[config.mk]
export PLATFORM = sky130hd
export DESIGN_NAME = event_flag_group_with_waiters
export DESIGN_NICKNAME = d
export VERILOG_FILES = /design/src/hw/rtl/efg_pkg.sv /design/src/hw/rtl/efg_match.sv /design/src/hw/rtl/efg_table.sv /design/src/hw/rtl/event_flag_group_with_waiters.sv
export SDC_FILE = /design/constraint.sdc
export NUM_CORES = 2
export LEC_CHECK = 0
export ABC_AREA = 1
export BUFFER_PORTS_ARGS = -buffer_cell sky130_fd_sc_hd__buf_2
export CELL_PAD_IN_SITES_DETAIL_PLACEMENT = 0
export CELL_PAD_IN_SITES_GLOBAL_PLACEMENT = 2
export CORE_MARGIN = 8
export CORE_UTILIZATION = 30
export CTS_BUF_LIST = sky130_fd_sc_hd__clkbuf_8
export DETAILED_ROUTE_END_ITERATION = 7
export PLACE_DENSITY = 0.68
export SLEW_MARGIN = 10
export SYNTH_ARGS = -nofsm -noshare
export SYNTH_HDL_FRONTEND = slang
export SYNTH_HIERARCHICAL = 1
export SYNTH_SLANG_ARGS = --single-unit
[constraint.sdc]
create_clock -name clk -period 7.15 [get_ports clk]
set_input_delay 1.0725 -clock clk [delete_from_list [all_inputs] [get_ports clk]]
set_output_delay 1.0725 -clock clk [all_outputs]
set_load 0.03 [all_outputs]
[src/hw/rtl/efg_pkg.sv]
// shared types, codes and constants for the event flag group
`timescale 1ns / 1ps
`default_nettype none

package efg_pkg;

    localparam int WAITERS_DEF = 16;

    localparam int FLAG_W  = 32;
    localparam int TASK_W  = 8;
    localparam int MODE_W  = 3;
    localparam int REQ_W   = 3;
    localparam int KIND_W  = 2;
    localparam int STAT_W  = 3;
    localparam int COUNT_W = 7;

    // request codes
    localparam logic [REQ_W-1:0] REQ_WAIT         = 3'd0;
    localparam logic [REQ_W-1:0] REQ_TRY_GET      = 3'd1;
    localparam logic [REQ_W-1:0] REQ_NOTIFY_SET   = 3'd2;
    localparam logic [REQ_W-1:0] REQ_NOTIFY_CLEAR = 3'd3;
    localparam logic [REQ_W-1:0] REQ_DESTROY      = 3'd4;

    // result kinds
    localparam logic [KIND_W-1:0] KIND_ANSWER   = 2'd0;
    localparam logic [KIND_W-1:0] KIND_WOKEN    = 2'd1;
    localparam logic [KIND_W-1:0] KIND_RELEASED = 2'd2;

    // status codes
    localparam logic [STAT_W-1:0] ST_OK          = 3'd0;
    localparam logic [STAT_W-1:0] ST_UNAVAILABLE = 3'd1;
    localparam logic [STAT_W-1:0] ST_QUEUED      = 3'd2;
    localparam logic [STAT_W-1:0] ST_TABLE_FULL  = 3'd3;
    localparam logic [STAT_W-1:0] ST_DELETED     = 3'd4;

    // wait mode bit positions
    localparam int MODE_SET_BIT     = 0;
    localparam int MODE_ALL_BIT     = 1;
    localparam int MODE_CONSUME_BIT = 2;

    typedef struct packed {
        logic [REQ_W-1:0]  req_type;
        logic [MODE_W-1:0] wait_mode;
        logic [FLAG_W-1:0] request_mask;
        logic [TASK_W-1:0] task_id;
    } in_word_t;

    typedef struct packed {
        logic [KIND_W-1:0]  result_kind;
        logic [TASK_W-1:0]  task_id_out;
        logic [STAT_W-1:0]  status;
        logic [FLAG_W-1:0]  matched_flags;
        logic [FLAG_W-1:0]  flag_value;
        logic [COUNT_W-1:0] waiter_count;
        logic               last;
    } out_word_t;

    typedef struct packed {
        logic [TASK_W-1:0] task_id;
        logic [FLAG_W-1:0] mask;
        logic [MODE_W-1:0] mode;
    } waiter_t;

    typedef struct packed {
        logic [FLAG_W-1:0] hit;
        logic              ok;
        logic [FLAG_W-1:0] flags_next;
    } match_t;

    typedef enum logic [1:0] {
        SEQ_IDLE,
        SEQ_WALK,
        SEQ_FLUSH
    } seq_state_t;

endpackage

`default_nettype wire

[src/hw/rtl/efg_match.sv]
// shared flag check and consume unit
`timescale 1ns / 1ps
`default_nettype none

module efg_match
    import efg_pkg::*;
(
    input  wire logic [FLAG_W-1:0] flags,
    input  wire logic [MODE_W-1:0] mode,
    input  wire logic [FLAG_W-1:0] mask,
    output match_t                 result
);

    logic want_set;
    logic need_all;
    logic consume;
    logic [FLAG_W-1:0] hit;
    logic ok;

    always_comb
    begin
        want_set = mode[MODE_SET_BIT];
        need_all = mode[MODE_ALL_BIT];
        consume  = mode[MODE_CONSUME_BIT];
        hit      = want_set ? (flags & mask) : (~flags & mask);
        ok       = need_all ? (hit == mask) : (hit != '0);

        result.hit        = hit;
        result.ok         = ok;
        result.flags_next = flags;
        if (ok && consume)
        begin
            // set match clears the requested bits, clear match sets them
            result.flags_next = want_set ? (flags & ~mask) : (flags | mask);
        end
    end

endmodule

`default_nettype wire

[src/hw/rtl/efg_table.sv]
// waiter table memory, one write and one registered read port
`timescale 1ns / 1ps
`default_nettype none

module efg_table
    import efg_pkg::*;
#(
    parameter int WAITERS = WAITERS_DEF,
    localparam int IDX_W = (WAITERS > 1) ? $clog2(WAITERS) : 1
)
(
    input  wire logic             clk,
    input  wire logic             wr_en,
    input  wire logic [IDX_W-1:0] wr_addr,
    input  wire waiter_t          wr_data,
    input  wire logic             rd_en,
    input  wire logic [IDX_W-1:0] rd_addr,
    output waiter_t               rd_data
);

    waiter_t mem [WAITERS];
    waiter_t rd_data_reg;

    always_ff @(posedge clk)
    begin
        if (wr_en)
        begin
            mem[wr_addr] <= wr_data;
        end
    end

    always_ff @(posedge clk)
    begin
        if (rd_en)
        begin
            rd_data_reg <= mem[rd_addr];
        end
    end

    assign rd_data = rd_data_reg;

endmodule

`default_nettype wire

[src/hw/rtl/event_flag_group_with_waiters.sv]
// top level of the event flag group with its ordered waiter table
//
// a 32-bit flag word plus a table of up to WAITERS waiting tasks, oldest
// first. each accepted word produces one answer word and, for a notify or a
// destroy, one wake or release word per affected waiter in table order; the
// final word of a request carries last. wait and try-get are decided, then
// the held answer is flushed. notify and destroy are decided, then walk each
// held waiter, if any, then flush; the output side may stall walk and flush.
// the walk runs one table entry per cycle, unless the output side stalls a
// wake or release word, through a single shared check and consume unit
// while the table memory already reads the next entry; waiters that stay
// are compacted in place through the table's write port. in_ready is low
// for the whole walk. a result is held one stage back so that its last bit
// is known before it goes out, and the output register lets the next result
// be formed while the previous one waits. writing cfg_wr_data while idle
// reloads the flag word and leaves the table alone; reset gives flags zero
// and an empty table, with no clearing pass since the fill count alone
// tells which entries hold waiters.
`timescale 1ns / 1ps
`default_nettype none

module event_flag_group_with_waiters
    import efg_pkg::*;
#(
    parameter int WAITERS = WAITERS_DEF
)
(
    input  wire logic              clk,
    input  wire logic              rst_n,
    input  wire logic              cfg_wr_en,
    input  wire logic [FLAG_W-1:0] cfg_wr_data,
    input  wire logic              in_valid,
    output logic                   in_ready,
    input  wire in_word_t          in_word,
    output logic                   out_valid,
    input  wire logic              out_ready,
    output out_word_t              out_word
);

    localparam int IDX_W = (WAITERS > 1) ? $clog2(WAITERS) : 1;
    localparam int CNT_W = $clog2(WAITERS + 1);
    localparam logic [CNT_W-1:0] FULL_CNT = CNT_W'(WAITERS);

    // sequencer and bookkeeping
    seq_state_t        state_reg, state_next;
    logic [FLAG_W-1:0] flag_reg, flag_next;
    logic [CNT_W-1:0]  count_reg, count_next;   // waiters held
    logic [CNT_W-1:0]  idx_reg, idx_next;       // entry under check
    logic [CNT_W-1:0]  keep_reg, keep_next;     // next compacted slot
    logic [CNT_W-1:0]  len_reg, len_next;       // entries to walk
    logic              destroy_reg, destroy_next;

    // held result, not yet known to be last
    logic              pend_valid_reg, pend_valid_next;
    out_word_t         pend_reg, pend_next;

    // output register
    logic              out_valid_reg, out_valid_next;
    out_word_t         out_reg, out_next;

    // table port and shared unit hookup
    logic              wr_en;
    logic [IDX_W-1:0]  wr_addr;
    waiter_t           wr_data;
    logic              rd_en;
    logic [IDX_W-1:0]  rd_addr;
    waiter_t           rd_data;
    logic [MODE_W-1:0] op_mode;
    logic [FLAG_W-1:0] op_mask;
    match_t            m;

    logic              accept;
    logic              out_free;
    logic              advance;
    logic              push;
    logic              last_entry;
    logic [CNT_W-1:0]  idx_inc;
    out_word_t         res;

    efg_match u_match (
        .flags  (flag_reg),
        .mode   (op_mode),
        .mask   (op_mask),
        .result (m)
    );

    efg_table #(
        .WAITERS (WAITERS)
    ) u_table (
        .clk     (clk),
        .wr_en   (wr_en),
        .wr_addr (wr_addr),
        .wr_data (wr_data),
        .rd_en   (rd_en),
        .rd_addr (rd_addr),
        .rd_data (rd_data)
    );

    // the shared unit sees the request while idle and the table entry in the walk
    assign op_mode = (state_reg == SEQ_IDLE) ? in_word.wait_mode    : rd_data.mode;
    assign op_mask = (state_reg == SEQ_IDLE) ? in_word.request_mask : rd_data.mask;

    assign in_ready  = (state_reg == SEQ_IDLE);
    assign accept    = in_valid && in_ready;
    assign out_free  = !out_valid_reg || out_ready;
    assign out_valid = out_valid_reg;
    assign out_word  = out_reg;

    assign idx_inc    = idx_reg + 1'b1;
    assign last_entry = (idx_inc == len_reg);

    always_ff @(posedge clk or negedge rst_n)
    begin
        if (!rst_n)
        begin
            state_reg      <= SEQ_IDLE;
            flag_reg       <= '0;
            count_reg      <= '0;
            idx_reg        <= '0;
            keep_reg       <= '0;
            len_reg        <= '0;
            destroy_reg    <= 1'b0;
            pend_valid_reg <= 1'b0;
            out_valid_reg  <= 1'b0;
        end
        else
        begin
            state_reg      <= state_next;
            flag_reg       <= flag_next;
            count_reg      <= count_next;
            idx_reg        <= idx_next;
            keep_reg       <= keep_next;
            len_reg        <= len_next;
            destroy_reg    <= destroy_next;
            pend_valid_reg <= pend_valid_next;
            out_valid_reg  <= out_valid_next;
        end
    end

    always_ff @(posedge clk)
    begin
        pend_reg <= pend_next;
        out_reg  <= out_next;
    end

    always_comb
    begin
        state_next      = state_reg;
        flag_next       = flag_reg;
        count_next      = count_reg;
        idx_next        = idx_reg;
        keep_next       = keep_reg;
        len_next        = len_reg;
        destroy_next    = destroy_reg;
        pend_valid_next = pend_valid_reg;
        pend_next       = pend_reg;
        out_valid_next  = out_valid_reg;
        out_next        = out_reg;

        wr_en   = 1'b0;
        wr_addr = keep_reg[IDX_W-1:0];
        wr_data = rd_data;
        rd_en   = 1'b0;
        rd_addr = '0;
        advance = 1'b0;
        push    = 1'b0;
        res     = '0;

        if (out_valid_reg && out_ready)
        begin
            out_valid_next = 1'b0;
        end

        case (state_reg)
            SEQ_IDLE:
            begin
                if (accept)
                begin
                    res.result_kind  = KIND_ANSWER;
                    res.status       = ST_OK;
                    res.waiter_count = COUNT_W'(count_reg);
                    state_next       = SEQ_FLUSH;
                    case (in_word.req_type)
                        REQ_WAIT, REQ_TRY_GET:
                        begin
                            res.matched_flags = m.hit;
                            if (m.ok)
                            begin
                                flag_next = m.flags_next;
                            end
                            else if (in_word.req_type == REQ_TRY_GET)
                            begin
                                res.status = ST_UNAVAILABLE;
                            end
                            else if (count_reg == FULL_CNT)
                            begin
                                res.status = ST_TABLE_FULL;
                            end
                            else
                            begin
                                // append behind the youngest waiter
                                res.status       = ST_QUEUED;
                                wr_en            = 1'b1;
                                wr_addr          = count_reg[IDX_W-1:0];
                                wr_data.task_id  = in_word.task_id;
                                wr_data.mask     = in_word.request_mask;
                                wr_data.mode     = in_word.wait_mode;
                                count_next       = count_reg + 1'b1;
                                res.waiter_count = COUNT_W'(count_next);
                            end
                        end
                        REQ_NOTIFY_SET, REQ_NOTIFY_CLEAR, REQ_DESTROY:
                        begin
                            if (in_word.req_type == REQ_NOTIFY_SET)
                            begin
                                flag_next = flag_reg | in_word.request_mask;
                            end
                            else if (in_word.req_type == REQ_NOTIFY_CLEAR)
                            begin
                                flag_next = flag_reg & ~in_word.request_mask;
                            end
                            if (count_reg != '0)
                            begin
                                // start the walk, entry 0 read now
                                rd_en        = 1'b1;
                                rd_addr      = '0;
                                idx_next     = '0;
                                keep_next    = '0;
                                len_next     = count_reg;
                                destroy_next = (in_word.req_type == REQ_DESTROY);
                                state_next   = SEQ_WALK;
                            end
                        end
                        default:
                        begin
                            res.status = ST_UNAVAILABLE;
                        end
                    endcase
                    res.flag_value  = flag_next;
                    pend_valid_next = 1'b1;
                    pend_next       = res;
                end
                if (cfg_wr_en)
                begin
                    flag_next = cfg_wr_data;
                end
            end

            SEQ_WALK:
            begin
                res.task_id_out = rd_data.task_id;
                res.status      = ST_OK;
                if (destroy_reg)
                begin
                    if (out_free)
                    begin
                        res.result_kind = KIND_RELEASED;
                        res.status      = ST_DELETED;
                        res.flag_value  = flag_reg;
                        count_next      = count_reg - 1'b1;
                        push            = 1'b1;
                        advance         = 1'b1;
                    end
                end
                else if (m.ok)
                begin
                    if (out_free)
                    begin
                        flag_next         = m.flags_next;
                        res.result_kind   = KIND_WOKEN;
                        res.matched_flags = m.hit;
                        res.flag_value    = m.flags_next;
                        count_next        = count_reg - 1'b1;
                        push              = 1'b1;
                        advance           = 1'b1;
                    end
                end
                else
                begin
                    // still waiting, slide down to the next free slot
                    wr_en     = 1'b1;
                    wr_addr   = keep_reg[IDX_W-1:0];
                    wr_data   = rd_data;
                    keep_next = keep_reg + 1'b1;
                    advance   = 1'b1;
                end

                res.waiter_count = COUNT_W'(count_next);

                if (push)
                begin
                    // the held result is not last, send it and hold the new one
                    out_valid_next = 1'b1;
                    out_next       = pend_reg;
                    pend_next      = res;
                end

                if (advance)
                begin
                    if (last_entry)
                    begin
                        state_next = SEQ_FLUSH;
                    end
                    else
                    begin
                        idx_next = idx_inc;
                        rd_en    = 1'b1;
                        rd_addr  = idx_inc[IDX_W-1:0];
                    end
                end
            end

            SEQ_FLUSH:
            begin
                if (out_free)
                begin
                    out_valid_next  = 1'b1;
                    out_next        = pend_reg;
                    out_next.last   = 1'b1;
                    pend_valid_next = 1'b0;
                    state_next      = SEQ_IDLE;
                end
            end

            default:
            begin
                state_next = SEQ_IDLE;
            end
        endcase
    end

endmodule

`default_nettype wire

==> results.ini <==
[synth]
ys_seq_area_frac=0.637
synth_area_leaders=edfxtp_1 61%, nand2_1 13%, nand3_1 7.1%
avgSynthCellArea_um2=9.38
synth_top_cell_area_share=0.605
ys_warn_count=6
synthesis.area_um2=44300
postSynthCellCount=4728
synth_edf_count=894
synth_cell_types=39
ys_seq_elements=949
yosysTopAreaCell=edfxtp_1
synth-async-reset-ratio=0.0580
ys.flop_type=edfxtp_1

[worst_hold_path]
holdPathStages=0
min_to=out_word[65]
hp-start=pend_reg[65]
hp-class=reg2reg

[floorplan]
dieArea_um2=160000
die_w_um=400
io_pins=170
core_area_um2=147000
start_util=0.301
die_height_um=400
rows=141

[setup_path]
reg2regPathDepth=25
end_kind=flip-flop
crit_type=reg2reg
crit_required_ns=7.79
start_kind=flip-flop
timing.rr.start=state_reg[0]
r2r_setup_slack_ns=1.19
crit_path_max_fanout=139
regToRegEndpoint=u_table/rd_data[20]
worstPathArrival_ns=6.60

[sta]
min_period_over_period=0.834
rsz0062_at_grt=false
min_period_ns=5.96
finalHoldViolations=0
drv_slew=0
slew_headroom=0.179
fmax_ghz=0.168
tns_ns=0
setup_viol=0
fin_worst_skew_ns=0.0732
worst_pin_slew_ns=1.22

[clocking]
insertion_delay_ns=0.92
clkTransAtPathRegs_ns=0.06
cts_resized=0
clockBufferDepth=3
cts_tree=done
root_buffer=clkbuf_8
h-tree-depth=4
post_cts_buffers=0
cts_sinks=949
cts_buffers=169

[place]
dp.cells=6691
routabilityCongestion=0.761
port_buffers=167
hpwl_mm=81.3
place_area_um2=47600

[route]
drc=0
via_per_inst=4.61
wl_mm=143
ant_nets=0
wire_per_inst_um=20.5
firstDrtPassIters=5
dr_total_vias=32300
drtIter0Drc=2365

[finish]
fin_nets=5023
final_cell_mix=1530 x nand2_1, 894 x edfxtp_1, 781 x inv_1, 630 x nand3_1, 200 x o21ai_0
fin_util=0.345
post-route-cell-area_um2=50900
final_common_cell=nand2_1
drive_above_1_share=0.107
largest_reg_flops=688
fill_cells=15100
final_cell_count_no_fill=7001
multi_input_area_um2=12300
seq_area_um2=28200
syn2layout_area_growth_pct=14.8

[power_and_ir_drop]
worst_ir_drop_vdd_mv=0.238
cellPowerDensity_nw_per_um2=380
p_leak_uw=0.0221

[global_routing]
use_met3=0.0324
grt_pass1_wl_mm=211
grt_use_met2=0.279
overflow=0
grt_max_degree=140
grt_use_met1=0.239
grtUsageTotal=0.174
grt_pass1_vias=31300
top_usage_layer=met2
antenna_found_initial=5

[job]
cap_violations=0

[outcome]
outcome=complete, no violations

-- per-layer routing --
metal | routed length [µm] | vias to the layer above
met3 | 7330 | 224
met4 | 3850 | 2
met1 | 66600 | 15400
met5 | 13 | -
li1 | - | 15800
met2 | 65700 | 834
-- stage by stage --
step / setup slack, ns / hold WS [ns] / power (µW)
2_1_floorplan: 1.06 / 0.400 / 12300
3_3_place_gp: 1.17 / 0.401 / 14500
3_5_place_dp: 1.10 / 0.405 / 14600
4_1_cts: 1.15 / 0.404 / 19600
5_1_grt: 0.664 / 0.422 / 20600
6_report: 1.19 / 0.413 / 19300
-- what timing repair did --
| item | 4_1_cts | 5_1_grt |
|---|---|---|
| hold buffers | 1 | 0 |
| setup endpoints to repair | 0 | 0 |
| hold endpoints to repair | 10 | 0 |
-- where the power goes --
| part | switching [µW] | total (µW) | internal [µW] |
|---|---|---|---|
| registers | 388 | 7730 | 7340 |
| clock network | 2410 | 4940 | 2530 |
| logic | 4910 | 6660 | 1750 |
-- worst max-delay path by stage --
stage,start,cells past startpoint,endpoint
3_3_place_gp,in_word[40],24,u_table/rd_data[29]
6_report,state_reg[0],25,u_table/rd_data[20]
2_1_floorplan,state_reg[0],28,u_table/mem[10][0]
3_5_place_dp,in_word[40],26,u_table/rd_data[41]
5_1_grt,state_reg[1],27,u_table/rd_data[14]
4_1_cts,state_reg[0],25,u_table/rd_data[2]
-- worst max-delay path, stage by stage, from the launching register on --
cell and delay, ns:
dfrtp_1 0.42, inv_1 0.11, ha_1 0.47, inv_2 0.40, buf_4 0.29, o21ai_0 0.50, nand2_1 0.13, nand2_1 0.16
nor2_1 0.07, nand2_1 0.05, nor2_1 0.04, nand3_1 0.12, nand2_4 0.10, nor2_1 0.26, inv_1 0.18, nand2_1 0.12
nand3_1 0.37, nor2_4 0.48, inv_8 0.29, buf_4 0.46, nand2_1 0.10, nand2_1 0.05, nand2_1 0.05, nand3_1 0.07
nand3_1 0.09, nand2_1 0.07
-- cells by family after synthesis --
family	share of synthesized area
flip-flops	0.637
buffers and inverters	0.0907
XOR/XNOR	0.00138
AO/OA/AOI/OAI	0.0448
adder cells (fa/ha/maj)	0.00198
other	0.0000846
AND/OR/NAND/NOR	0.225
-- cells in the mapped netlist (2+ instances only) --
master	count
o211ai_1	33
ha_1	7
edfxtp_1	894
o21ai_0	202
xor2_1	7
a31oi_1	2
buf_6	13
dfrtp_1	55
inv_2	8
nand3_2	3
clkbuf_1	68
nor2_4	2
o21ai_1	20
nand3_1	630
nand2_1	1531
nand2_2	6
buf_4	28
o32ai_1	2
nor2_1	216
inv_1	730
nand2_4	2
a22oi_1	2
nand4_1	13
a21oi_1	104
buf_1	28
o22ai_1	2
nand3b_1	4
buf_2	105
-- cell type report --
type                       instances  area share
timing repair buffer             275      0.0366
multi-input combinational       2798       0.242
inverter                         740      0.0549
sequential                       949       0.555
antenna                            5    0.000246
clock buffer                     171      0.0463
tap                             1930      0.0475
clock inverter                   133      0.0175
(Power assumes the default switching activity.)
